==> src/hdl/flipdot_panel_column_driver_unit_defines.svh <==
// ----------------------------------------------------------------------------
// Assertion macros for the flip-dot panel column driver
// Shared property forms for the concurrent checks in the driver.
// ----------------------------------------------------------------------------
`ifndef FLIPDOT_PANEL_COLUMN_DRIVER_UNIT_DEFINES_SVH
`define FLIPDOT_PANEL_COLUMN_DRIVER_UNIT_DEFINES_SVH

// Consequent must hold in the same cycle as the antecedent
`define FPCD_ASSERT_SAME(label, clk, rst_n, ante, cons, msg) \
    label: assert property (@(posedge clk) disable iff (!rst_n) (ante) |-> (cons)) \
        else $error(msg);

// Consequent must hold in the cycle after the antecedent
`define FPCD_ASSERT_NEXT(label, clk, rst_n, ante, cons, msg) \
    label: assert property (@(posedge clk) disable iff (!rst_n) (ante) |=> (cons)) \
        else $error(msg);

`endif

==> src/hdl/fpcd_pkg.sv <==
// ----------------------------------------------------------------------------
// Flip-dot column driver package
// Operation codes and fixed field widths used by the driver module.
// ----------------------------------------------------------------------------
package fpcd_pkg;

    // Fixed field widths
    localparam int OP_W      = 3;
    localparam int COL_W     = 5;
    localparam int BYTE_W    = 8;
    localparam int ROW_SEL_W = 4;
    localparam int S_TDATA_W = 24;
    localparam int M_TDATA_W = 16;

    // Operation codes carried in tuser
    typedef enum logic [OP_W-1:0] {
        OP_SELECT = 3'd0,
        OP_SHIFT  = 3'd1,
        OP_STROBE = 3'd2,
        OP_BLACK  = 3'd3,
        OP_WHITE  = 3'd4,
        OP_READ   = 3'd5
    } t_op;

endpackage

==> src/hdl/fpcd_bitmap_store.sv <==
// ----------------------------------------------------------------------------
// Bitmap column store
// One column word per entry, one write and one registered read per cycle,
// per-entry valid bits so that unwritten columns read as clear, and a
// bypass for a write landing on the address read in the same cycle.
// ----------------------------------------------------------------------------
module fpcd_bitmap_store #(
    parameter int  COLUMNS = 32,
    parameter int  ROWS    = 16,
    localparam int AW      = (COLUMNS > 1) ? $clog2(COLUMNS) : 1
) (
    input  logic            i_clk,
    input  logic            i_rst_n,
    input  logic            i_rd_en,
    input  logic [AW-1:0]   i_rd_addr,
    output logic [ROWS-1:0] o_rd_data,
    input  logic            i_wr_en,
    input  logic [AW-1:0]   i_wr_addr,
    input  logic [ROWS-1:0] i_wr_data
);

    logic [ROWS-1:0]    r_mem [COLUMNS];
    logic [COLUMNS-1:0] r_vld;
    logic [ROWS-1:0]    r_rd_mem;
    logic               r_rd_vld;
    logic               r_byp;
    logic [ROWS-1:0]    r_byp_data;

    // Write the array
    always_ff @(posedge i_clk) begin
        if (i_wr_en) begin
            r_mem[i_wr_addr] <= i_wr_data;
        end
    end

    // Read the array
    always_ff @(posedge i_clk) begin
        if (i_rd_en) begin
            r_rd_mem <= r_mem[i_rd_addr];
        end
    end

    // Mark written columns
    always_ff @(posedge i_clk) begin
        if (!i_rst_n) begin
            r_vld <= '0;
        end else if (i_wr_en) begin
            r_vld[i_wr_addr] <= 1'b1;
        end
    end

    // Capture valid flag and same-cycle write bypass alongside the read
    always_ff @(posedge i_clk) begin
        if (!i_rst_n) begin
            r_rd_vld <= 1'b0;
            r_byp    <= 1'b0;
        end else if (i_rd_en) begin
            r_rd_vld <= r_vld[i_rd_addr];
            r_byp    <= i_wr_en && (i_wr_addr == i_rd_addr);
        end
    end

    always_ff @(posedge i_clk) begin
        if (i_rd_en) begin
            r_byp_data <= i_wr_data;
        end
    end

    // Select bypass, stored word or the cleared value
    always_comb begin
        if (r_byp) begin
            o_rd_data = r_byp_data;
        end else if (r_rd_vld) begin
            o_rd_data = r_rd_mem;
        end else begin
            o_rd_data = '0;
        end
    end

endmodule

==> src/hdl/flipdot_panel_column_driver_unit.sv <==
// ----------------------------------------------------------------------------
// Flip-dot panel column driver
// Byte shift chain, column select, staged and shown bitmaps, dot readback.
// ----------------------------------------------------------------------------
//  channel  | direction | tuser          | tdata (lowest bit up)
//  s_axis   | in        | operation [2:0]| column_index, data_byte, dot_x, dot_y
//  m_axis   | out       | -              | chain_out_byte, dot_black
//
//  One transaction per clock while m_axis_tready stays high; a result passes
//  through the working stage, beside the registered bitmap read, then the result register.
//  Reset is synchronous, active low, and clears chain, column and both
//  bitmaps at once through per-column valid bits.
//  A stalled output holds the result register, then the working stage, then
//  s_axis_tready drops.
// ----------------------------------------------------------------------------
`include "flipdot_panel_column_driver_unit_defines.svh"

module flipdot_panel_column_driver_unit #(
    parameter int ROWS        = 16,
    parameter int COLUMNS     = 32,
    parameter int CHAIN_BYTES = 2,
    parameter int OUTPUT_BYTE = 1
) (
    input  logic                          i_clk,
    input  logic                          i_rst_n,
    input  logic                          s_axis_tvalid,
    output logic                          s_axis_tready,
    // [2:0] operation
    input  logic [fpcd_pkg::OP_W-1:0]      s_axis_tuser,
    // [4:0] column_index, [12:5] data_byte, [17:13] dot_x, [21:18] dot_y
    input  logic [fpcd_pkg::S_TDATA_W-1:0] s_axis_tdata,
    output logic                          m_axis_tvalid,
    input  logic                          m_axis_tready,
    // [7:0] chain_out_byte, [8] dot_black
    output logic [fpcd_pkg::M_TDATA_W-1:0] m_axis_tdata
);

    import fpcd_pkg::*;

    localparam int AW = (COLUMNS > 1) ? $clog2(COLUMNS) : 1;
    localparam int XW = (AW > COL_W) ? AW : COL_W;
    localparam int CW = 8 * CHAIN_BYTES;
    localparam int WW = (ROWS > CW) ? ROWS : CW;

    // Input fields
    t_op                  w_op;
    logic [COL_W-1:0]     w_col_in;
    logic [BYTE_W-1:0]    w_data;
    logic [COL_W-1:0]     w_x;
    logic [ROW_SEL_W-1:0] w_y;
    logic                 w_accept;
    logic                 w_s1_adv;

    // Small state
    logic [COL_W-1:0]  r_col;
    logic [COL_W-1:0]  n_col;
    logic [BYTE_W-1:0] r_chain [CHAIN_BYTES];
    logic [BYTE_W-1:0] n_chain [CHAIN_BYTES];

    // Decoded selections
    logic [XW-1:0]     w_sel_ext;
    logic [XW-1:0]     w_x_ext;
    logic [AW-1:0]     w_sel_addr;
    logic [AW-1:0]     w_shown_rd_addr;
    logic              w_sel_ok;
    logic              w_dot_ok;
    logic [CW-1:0]     w_flat;
    logic [WW-1:0]     w_flat_ext;
    logic [ROWS-1:0]   w_word;
    logic [BYTE_W-1:0] w_chain_out;

    // Working stage
    logic              r_s1_valid;
    t_op               r_s1_op;
    logic              r_s1_sel_ok;
    logic [AW-1:0]     r_s1_sel_addr;
    logic [ROWS-1:0]   r_s1_word;
    logic [BYTE_W-1:0] r_s1_chain_out;
    logic              r_s1_dot_ok;
    logic [ROW_SEL_W-1:0] r_s1_dot_y;

    // Bitmap ports
    logic [ROWS-1:0] w_staged_rd;
    logic [ROWS-1:0] w_shown_rd;
    logic            w_staged_wr;
    logic            w_shown_wr;
    logic [ROWS-1:0] w_shown_new;
    logic [ROWS-1:0] w_dot_sh;
    logic            w_dot;

    // Result register
    logic              r_out_valid;
    logic [BYTE_W-1:0] r_out_chain;
    logic              r_out_dot;

    // Unpack the transaction
    assign w_op     = t_op'(s_axis_tuser);
    assign w_col_in = s_axis_tdata[4:0];
    assign w_data   = s_axis_tdata[12:5];
    assign w_x      = s_axis_tdata[17:13];
    assign w_y      = s_axis_tdata[21:18];

    // Handshake: the working stage drains into the result register
    assign w_s1_adv      = r_s1_valid && (!r_out_valid || m_axis_tready);
    assign s_axis_tready = !r_s1_valid || w_s1_adv;
    assign w_accept      = s_axis_tvalid && s_axis_tready;

    // Next column select
    always_comb begin
        n_col = r_col;
        if (w_accept && (w_op == OP_SELECT)) begin
            n_col = w_col_in;
        end
    end

    // Next chain contents: shift on a byte push
    always_comb begin
        for (int i = 0; i < CHAIN_BYTES; i++) begin
            n_chain[i] = r_chain[i];
        end
        if (w_accept && (w_op == OP_SHIFT)) begin
            n_chain[0] = w_data;
            for (int i = 1; i < CHAIN_BYTES; i++) begin
                n_chain[i] = r_chain[i-1];
            end
        end
    end

    always_ff @(posedge i_clk) begin
        if (!i_rst_n) begin
            r_col <= '0;
            for (int i = 0; i < CHAIN_BYTES; i++) begin
                r_chain[i] <= '0;
            end
        end else begin
            r_col <= n_col;
            for (int i = 0; i < CHAIN_BYTES; i++) begin
                r_chain[i] <= n_chain[i];
            end
        end
    end

    // Chain byte at the output position after this command
    generate
        if (OUTPUT_BYTE < CHAIN_BYTES) begin : g_out_byte
            assign w_chain_out = n_chain[OUTPUT_BYTE];
        end else begin : g_no_out_byte
            assign w_chain_out = '0;
        end
    endgenerate

    // Low ROWS bits of the chain, zero beyond its end
    always_comb begin
        for (int b = 0; b < CHAIN_BYTES; b++) begin
            w_flat[8*b +: 8] = r_chain[b];
        end
    end
    assign w_flat_ext = WW'(w_flat);
    assign w_word     = w_flat_ext[ROWS-1:0];

    // Column addresses and range checks
    assign w_sel_ext  = XW'(r_col);
    assign w_x_ext    = XW'(w_x);
    assign w_sel_addr = w_sel_ext[AW-1:0];
    assign w_sel_ok   = int'(r_col) < COLUMNS;
    assign w_dot_ok   = (int'(w_x) < COLUMNS) && (int'(w_y) < ROWS);
    assign w_shown_rd_addr = (w_op == OP_READ) ? w_x_ext[AW-1:0] : w_sel_addr;

    // Load the working stage
    always_ff @(posedge i_clk) begin
        if (!i_rst_n) begin
            r_s1_valid <= 1'b0;
        end else if (w_accept) begin
            r_s1_valid <= 1'b1;
        end else if (w_s1_adv) begin
            r_s1_valid <= 1'b0;
        end
    end

    always_ff @(posedge i_clk) begin
        if (w_accept) begin
            r_s1_op        <= w_op;
            r_s1_sel_ok    <= w_sel_ok;
            r_s1_sel_addr  <= w_sel_addr;
            r_s1_word      <= w_word;
            r_s1_chain_out <= w_chain_out;
            r_s1_dot_ok    <= w_dot_ok;
            r_s1_dot_y     <= w_y;
        end
    end

    // Bitmap updates when the stage retires
    assign w_staged_wr = w_s1_adv && r_s1_sel_ok && (r_s1_op == OP_STROBE);
    assign w_shown_wr  = w_s1_adv && r_s1_sel_ok &&
                         ((r_s1_op == OP_BLACK) || (r_s1_op == OP_WHITE));

    always_comb begin
        unique case (r_s1_op)
            OP_BLACK: w_shown_new = w_shown_rd | w_staged_rd;
            default:  w_shown_new = w_shown_rd & w_staged_rd;
        endcase
    end

    fpcd_bitmap_store #(
        .COLUMNS (COLUMNS),
        .ROWS    (ROWS)
    ) u_staged (
        .i_clk     (i_clk),
        .i_rst_n   (i_rst_n),
        .i_rd_en   (w_accept),
        .i_rd_addr (w_sel_addr),
        .o_rd_data (w_staged_rd),
        .i_wr_en   (w_staged_wr),
        .i_wr_addr (r_s1_sel_addr),
        .i_wr_data (r_s1_word)
    );

    fpcd_bitmap_store #(
        .COLUMNS (COLUMNS),
        .ROWS    (ROWS)
    ) u_shown (
        .i_clk     (i_clk),
        .i_rst_n   (i_rst_n),
        .i_rd_en   (w_accept),
        .i_rd_addr (w_shown_rd_addr),
        .o_rd_data (w_shown_rd),
        .i_wr_en   (w_shown_wr),
        .i_wr_addr (r_s1_sel_addr),
        .i_wr_data (w_shown_new)
    );

    // Pick the dot for readback
    assign w_dot_sh = w_shown_rd >> r_s1_dot_y;
    assign w_dot    = (r_s1_op == OP_READ) && r_s1_dot_ok && w_dot_sh[0];

    // Result register
    always_ff @(posedge i_clk) begin
        if (!i_rst_n) begin
            r_out_valid <= 1'b0;
        end else if (w_s1_adv) begin
            r_out_valid <= 1'b1;
        end else if (m_axis_tready) begin
            r_out_valid <= 1'b0;
        end
    end

    always_ff @(posedge i_clk) begin
        if (w_s1_adv) begin
            r_out_chain <= r_s1_chain_out;
            r_out_dot   <= w_dot;
        end
    end

    assign m_axis_tvalid = r_out_valid;
    assign m_axis_tdata  = {7'd0, r_out_dot, r_out_chain};

    // Checks
    `FPCD_ASSERT_SAME(a_hold_when_full, i_clk, i_rst_n, r_s1_valid && r_out_valid && !m_axis_tready, !s_axis_tready, "command accepted while pipeline is blocked")
    `FPCD_ASSERT_NEXT(a_no_phantom_result, i_clk, i_rst_n, !r_s1_valid && !r_out_valid, !r_out_valid, "result appeared without a command")
    `FPCD_ASSERT_NEXT(a_dot_only_on_read, i_clk, i_rst_n, w_s1_adv && (r_s1_op != OP_READ), !r_out_dot, "dot reported for a command other than read dot")
    `FPCD_ASSERT_SAME(a_single_bitmap_write, i_clk, i_rst_n, w_staged_wr, !w_shown_wr, "both bitmaps written by one command")

endmodule
==> config.mk <==
export PLATFORM = sky130hd
export DESIGN_NAME = flipdot_panel_column_driver_unit
export DESIGN_NICKNAME = d
export VERILOG_FILES = /design/src/hdl/fpcd_pkg.sv /design/src/hdl/fpcd_bitmap_store.sv /design/src/hdl/flipdot_panel_column_driver_unit.sv
export VERILOG_INCLUDE_DIRS = /design/src /design/src/hdl
export SDC_FILE = /design/constraint.sdc
export NUM_CORES = 1
export LEC_CHECK = 0
export ABC_AREA = 1
export BUFFER_PORTS_ARGS = -buffer_cell sky130_fd_sc_hd__clkbuf_2
export CORE_MARGIN = 5
export CORE_UTILIZATION = 40
export DETAILED_ROUTE_END_ITERATION = 6
export PLACE_DENSITY = 0.66
export SLEW_MARGIN = 20
export SYNTH_ARGS = -nofsm -noshare
export SYNTH_HDL_FRONTEND = slang
export SYNTH_SLANG_ARGS = --single-unit
==> constraint.sdc <==
create_clock -name i_clk -period 3.1 [get_ports i_clk]
set_input_delay 0.465 -clock i_clk [delete_from_list [all_inputs] [get_ports i_clk]]
set_output_delay 0.465 -clock i_clk [all_outputs]
set_load 0.01 [all_outputs]
==> results.cfg, run 1 <==
[synth]
synth.area.top_cells = edfxtp_1 (71%), nor2_1 (6.4%), o21ai_0 (5.2%)
ys_types = 36
synth_top_cell_by_area = edfxtp_1
synth_top_area_frac = 0.7078
syn_avg_cell_area_um2 = 12.63
syn_area_um2 = 48070
synth-seq-cells = 1224
seq_area_frac_synth = 0.7457
ys_warn_count = 0
synth_cells = 3806

[worst_hold_path]
hold_path.startpoint = s_axis_tdata[7]
hold_depth = 3
min_to = r_chain[0][2]
hold_path_class = in -> reg

[detailed_routing]
drt_iter0_markers = 3812
wl_um = 127400
drc = 0
wl_per_cell_um = 22.74
vias = 31380
antenna_left = 0
dr.pass1.iters = 5
viasPerCell = 5.604

[clock_network]
cts_max_level = 3
numCtsBuffers = 111
cts-root-buf = clkbuf_16
cts.sinks = 1224
cts_tree = built
clk_latency_ns = 0.70
path_clk_slew_ns = 0.06
clockBufferDepth = 3

[power]
combinationalPowerShare = 0.055
p_int_mw = 26.16
p_per_area_nw_per_um2 = 608.9
switchingPower_mw = 7.325
p_leak_nw = 18.36
seq_power_share = 0.543
p_clk_frac = 0.402
switching_share = 0.2188
power_mw = 33.48
worst_ir_drop_vdd_v = 0.0004947

[critical_path]
cp-end-kind = flip-flop
r2r_cells = 12
arrival_ns = 3.29
r2r_slack_ns = 0.56
rr_startpoint = r_col[0]
crit_top_cell = nand2_1
path_cells = dlygate4sd3_1 -> clkbuf_2 -> inv_2 -> nand3_1 -> buf_4 -> nand2_1 -> nand2_8 -> buf_4 -> a21oi_1 -> o21ai_0 -> o211ai_1 -> nand3_1 -> nand2_1 -> nand2_1 -> nand2_1
crit_required_ns = 3.54
criticalPathCategory = in -> reg
crit_fanout = 29
cp_num_buf_inv = 5
start_kind = input pin
slowest_delay_ns = 0.53
worstReg2RegEnd = u_shown.r_rd_mem[5]
crit_slowest_cell = dlygate4sd3_1
cp_top_family = buffers and inverters

[final_layout]
area_growth_pct = 14.40
finish.utilization = 0.4596
mostFrequentLayoutCell = edfxtp_1
final_cells = 5600
drive_gt1_frac = 0.1222
nets = 3923
final_cell_mix = edfxtp_1 (1133), nor2_1 (759), o21ai_0 (499)

[global_route]
grt_usage = 0.1957
antenna_found_initial = 3
grt-ovfl-total = 0
grt_pass1_vias = 29780
grt_max_degree = 101
grt_pass1_wl_um = 188700

[run]
drv_cap = 0

[timing]
setup_viol = 0
min_period_ns = 2.853
setup_ws_ns = 0.2473
worstMarginPinSlew_ns = 0.9168
drv_slew = 0
rsz0062_at_grt = false
fmax_mhz = 350.5
slew_headroom = 0.3888
clock_skew_ns = 0.03775
finalCritPeriodShare = 0.9202
finalHoldViolCount = 0
setup_tns_ns = 0

[floorplanning]
row_count = 127
core_um2 = 119700
io_pins = 49
die_h_um = 356.7
die_w_um = 356.7
dieArea_um2 = 127200
start_util = 0.4017

[placement]
post-dp-hpwl_um = 71920
placed_cells_incl_taps = 5380
numPortBuffers = 39
gp_congestion = 0.8451
pre_cts_ws_ns = 0.1837

[outcome]
status = complete, no violations
-- worst register-to-register path, stage by stage, from the launching register on --
cell and delay, ns:
dfxtp_4 0.42, inv_8 0.28, nand2_1 0.18, nand2_4 0.26, buf_12 0.29, nor2_1 0.09, nor2_1 0.08, o21ai_0 0.08
o211ai_1 0.10, nand3_1 0.16, nand2_1 0.20, nand2_1 0.15, nand2_1 0.12
-- area by class of cell --
class / instances / area [um2]
Sequential cell: 1224 / 35850
Fill cell: 10420 / 64660
Clock inverter: 60 / 561.8
Antenna cell: 2 / 5.005
Multi-Input combinational cell: 2228 / 11070
Clock buffer: 147 / 3015
Timing Repair Buffer: 232 / 2097
Tap cell: 1612 / 2017
Inverter: 95 / 370.4
-- sequential cells by signal, summed over array words and instances, names as in the netlist, 16 cells and up --
| register | flops |
|---|---|
| u_shown.r_rd_mem | 16 |
| u_staged.r_vld | 32 |
| r_s1_word | 16 |
| u_shown.r_mem | 512 |
| u_staged.r_mem | 512 |
| u_staged.r_byp_data | 16 |
| u_shown.r_byp_data | 16 |
| u_shown.r_vld | 32 |
| u_staged.r_rd_mem | 16 |
| r_chain | 16 |
-- per-stage QoR --
stage               hold slack, ns  cell area, um2
CTS                       0.001873           54970
floorplan                   0.4003           48100
detailed placement          0.4082           51290
global route               0.02787           54990
finish                     0.03170           54990
global placement            0.4064           51280
-- power by group through the flow --
stage	logic, mW	registers, mW	clock network, mW
final	1.83	18.2	13.5
after global routing	1.98	18.2	14.3
after CTS	1.80	18.2	13.6
after detailed placement	1.78	18.5	0
after global placement	1.75	18.5	0
after floorplan	1.02	18.6	0
-- metal layers --
metal | GRT usage | wire length, um | up-vias
met3 | 0.03215 | 12090 | 232
met2 | 0.3113 | 58820 | 1483
met4 | 0.06104 | 3691 | 0
met1 | 0.2779 | 52760 | 15550
met5 | 0 | 0 | -
li1 | - | - | 14120
-- how the worst max path moves through the flow --
stage | slack, ns | from | end | depth (start not counted)
after detailed placement | 0.18 | s_axis_tuser[1] | u_shown.r_rd_mem[5] | 14
after global routing | 0.09 | s_axis_tuser[1] | u_shown.r_rd_mem[5] | 15
after global placement | 0.17 | s_axis_tuser[1] | u_shown.r_rd_mem[5] | 14
after CTS | 0.36 | s_axis_tuser[1] | u_shown.r_rd_mem[5] | 15
after floorplan | 0.27 | m_axis_tready | u_staged.r_rd_vld | 6
final | 0.25 | s_axis_tuser[1] | u_shown.r_rd_mem[5] | 15
-- synthesized netlist by cell type, drive strengths merged --
library cell  count
conb              1
dfxtp            91
o221ai          100
buf              58
nand4             2
clkbuf          207
xor2              5
nand2           226
o211a             8
o211ai           94
clkinv            4
a31oi            24
nor3              5
nand3           196
o21a             16
or2               8
a22oi            14
o22ai            70
a22o              7
edfxtp         1133
a21oi            47
inv              91
nor4              4
o21ai           566
a221oi            1
maj3              5
nor2            823
-- cell families after synthesis --
kind of cell / Yosys count / synth area share
buffers and inverters: 360 / 0.03017
AO/OA/AOI/OAI: 947 / 0.1172
adder cells (fa/ha/maj): 5 / 0.001041
AND/OR/NAND/NOR: 1264 / 0.1049
other: 1 / 0.00007801
flip-flops: 1224 / 0.7457
XOR/XNOR: 5 / 0.0009110
-- what timing repair did --
| item | in CTS | in global routing |
|---|---|---|
| setup buffers | 0 | 0 |
| hold buffers | 10 | 0 |
| hold endpoints to repair | 10 | 0 |
| resized for setup | 0 | 0 |
Note: power is estimated with default switching activity, not from simulation.
==> inputs of run 2 (changes only) <==
--- a/config.mk
+++ b/config.mk
@@ -7,11 +7,13 @@
 export NUM_CORES = 1
 export LEC_CHECK = 0
 export ABC_AREA = 1
-export BUFFER_PORTS_ARGS = -buffer_cell sky130_fd_sc_hd__clkbuf_2
+export BUFFER_PORTS_ARGS = -buffer_cell sky130_fd_sc_hd__buf_2
+export CELL_PAD_IN_SITES_DETAIL_PLACEMENT = 0
+export CELL_PAD_IN_SITES_GLOBAL_PLACEMENT = 1
 export CORE_MARGIN = 5
 export CORE_UTILIZATION = 40
 export DETAILED_ROUTE_END_ITERATION = 6
-export PLACE_DENSITY = 0.66
+export PLACE_DENSITY = 0.75
 export SLEW_MARGIN = 20
 export SYNTH_ARGS = -nofsm -noshare
 export SYNTH_HDL_FRONTEND = slang
==> run 2 against run 1 <==
  * Sequential cell count unchanged
  * Sequential share of layout area decreased by 0.49 points
  * Combinational power increased by 2%
  * Setup slack improved by 0.27 ns
  * First-iteration DRC count decreased by 2.3%
  * Highest routed layer is now met5
==> results.cfg, run 2 (synthesized netlist as in run 1, its figures left out) <==
[timing]
worstMarginPinSlew_ns = 0.8319
rsz0062_at_grt = false
setup_viol = 0
min_period_ns = 2.581
finalCritPeriodShare = 0.8327
drv_slew = 0
slew_headroom = 0.4442
setup_ws_ns = 0.5186
finalHoldViolCount = 0
whs_ns = 0.03346
fmax_mhz = 387.4
setup_tns_ns = 0
clock_skew_ns = 0.01657

[critical_path]
crit_top_cell = buf_4
cp_top_family = compound AO/OA/AOI/OAI gates
slowest_delay_ns = 0.51
arrival_ns = 3.13
cp_num_buf_inv = 3
cp-end-kind = flip-flop
start_kind = flip-flop
crit_fanout = 45
criticalPathCategory = reg -> reg
crit_slowest_cell = dfxtp_4
crit_required_ns = 3.65
path_cells = buf_4 -> o21ai_0 -> o221ai_1 -> nand3_1 -> o21ai_0 -> nor2_1 -> buf_4 -> a21oi_1 -> buf_4

[floorplanning]
row_count = 127
die_h_um = 356.7
dieArea_um2 = 127200
die_w_um = 356.7
core_um2 = 119700
io_pins = 49
start_util = 0.4017

[power]
p_leak_nw = 18.54
p_int_mw = 26.86
combinationalPowerShare = 0.055
p_per_area_nw_per_um2 = 617.5
worst_ir_drop_vdd_v = 0.0004474
switchingPower_mw = 7.358
switching_share = 0.2151
p_clk_frac = 0.414
seq_power_share = 0.532

[clock_network]
post_cts_buffers = 0
numCtsBuffers = 116
path_clk_slew_ns = 0.06
cts_tree = built
clk_latency_ns = 0.69
clockBufferDepth = 3
cts.sinks = 1224
cts-root-buf = clkbuf_16
ctsHoldBuffers = 6
cts.repair.resized = 0
cts_max_level = 3

[placement]
placed_cell_area_um2 = 51510
pre_cts_ws_ns = 0.2841
post-dp-hpwl_um = 73690
gp_congestion = 0.8600
numPortBuffers = 39

[global_route]
grt_max_degree = 134
grt_pass1_vias = 29430
grt_usage = 0.2003
use_met1 = 0.2825
use_met2 = 0.3092
grt-ovfl-total = 0
gr-usage-met3 = 0.04238
grt_pass1_wl_um = 191000
antenna_found_initial = 8
busiest_layer = met2

[detailed_routing]
viasPerCell = 5.518
wl_per_cell_um = 23.07
dr.pass1.iters = 6
drt_iter0_markers = 3726
drc = 0
wl_um = 130100
vias = 31120
antenna_left = 0

[run]
drv_cap = 0

[final_layout]
fillers = 10490
area_growth_pct = 15.27
drive_gt1_frac = 0.1276
finish.utilization = 0.4631
nets = 3949
mostFrequentLayoutCell = edfxtp_1
final_area_um2 = 55410
final_cell_mix = edfxtp_1 (1133), nor2_1 (759), o21ai_0 (499)
largestRegisters = u_shown.r_mem: 512 flops, u_staged.r_mem: 512 flops

[outcome]
status = complete, no violations

[worst_hold_path]
hold_path_class = in -> reg
==> run 2: path summary, 6_finish.rpt <==
kind                            cells past startpoint                   end  slack [ns]         startpoint
worst max-delay path                                9  u_staged.r_rd_mem[9]        0.52           r_col[0]
worst min-delay path                                3         r_chain[0][1]        0.03    s_axis_tdata[6]
worst max register to register                      9  u_staged.r_rd_mem[9]        0.52           r_col[0]
worst min register to register                      0        r_out_chain[0]        0.42  r_s1_chain_out[0]
==> run 2: layout make-up <==
cell class,instances,area (um2),share of cell area
flip-flops and latches,1224,35850,0.6470
inverters,95,370.4,0.006684
multi-input cells,2228,11070,0.1998
repair buffers,253,2270,0.04096
clock buffers,164,3216,0.05803
well taps,1612,2017,0.03640
diodes,7,17.52,0.0003161
clock inverters,57,596.8,0.01077
==> run 2: power groups by stage <==
| stage | clock, mW | combinational, mW | sequential [mW] |
|---|---|---|---|
| after floorplan | 0 | 1.02 | 18.6 |
| final | 14.2 | 1.87 | 18.2 |
| after CTS | 14.3 | 1.84 | 18.2 |
| after global placement | 0 | 1.81 | 18.6 |
| after global routing | 15.1 | 2.02 | 18.2 |
| after detailed placement | 0 | 1.83 | 18.6 |
==> run 2: stage by stage <==
step,cells,power [mW]
3_5_place_dp,5405,20.39
4_1_cts,5632,34.39
3_3_place_gp,5404,20.37
5_1_grt,5634,35.28
6_report,5640,34.22
2_1_floorplan,3812,19.57
==> run 2: per-layer routing <==
metal	vias to the layer above	routed length (um)
met4	2	4164
met1	15390	54320
met3	218	12250
met2	1327	59330
li1	14180	-
met5	-	60
==> run 2: worst reg2reg max path: cells and delay by family, from the launching register on <==
| family | cells | cell delay (ns) |
|---|---|---|
| AO/OA/AOI/OAI | 4 | 0.82 |
| buffers and inverters | 3 | 0.81 |
| flip-flops | 1 | 0.51 |
| AND/OR/NAND/NOR | 2 | 0.30 |
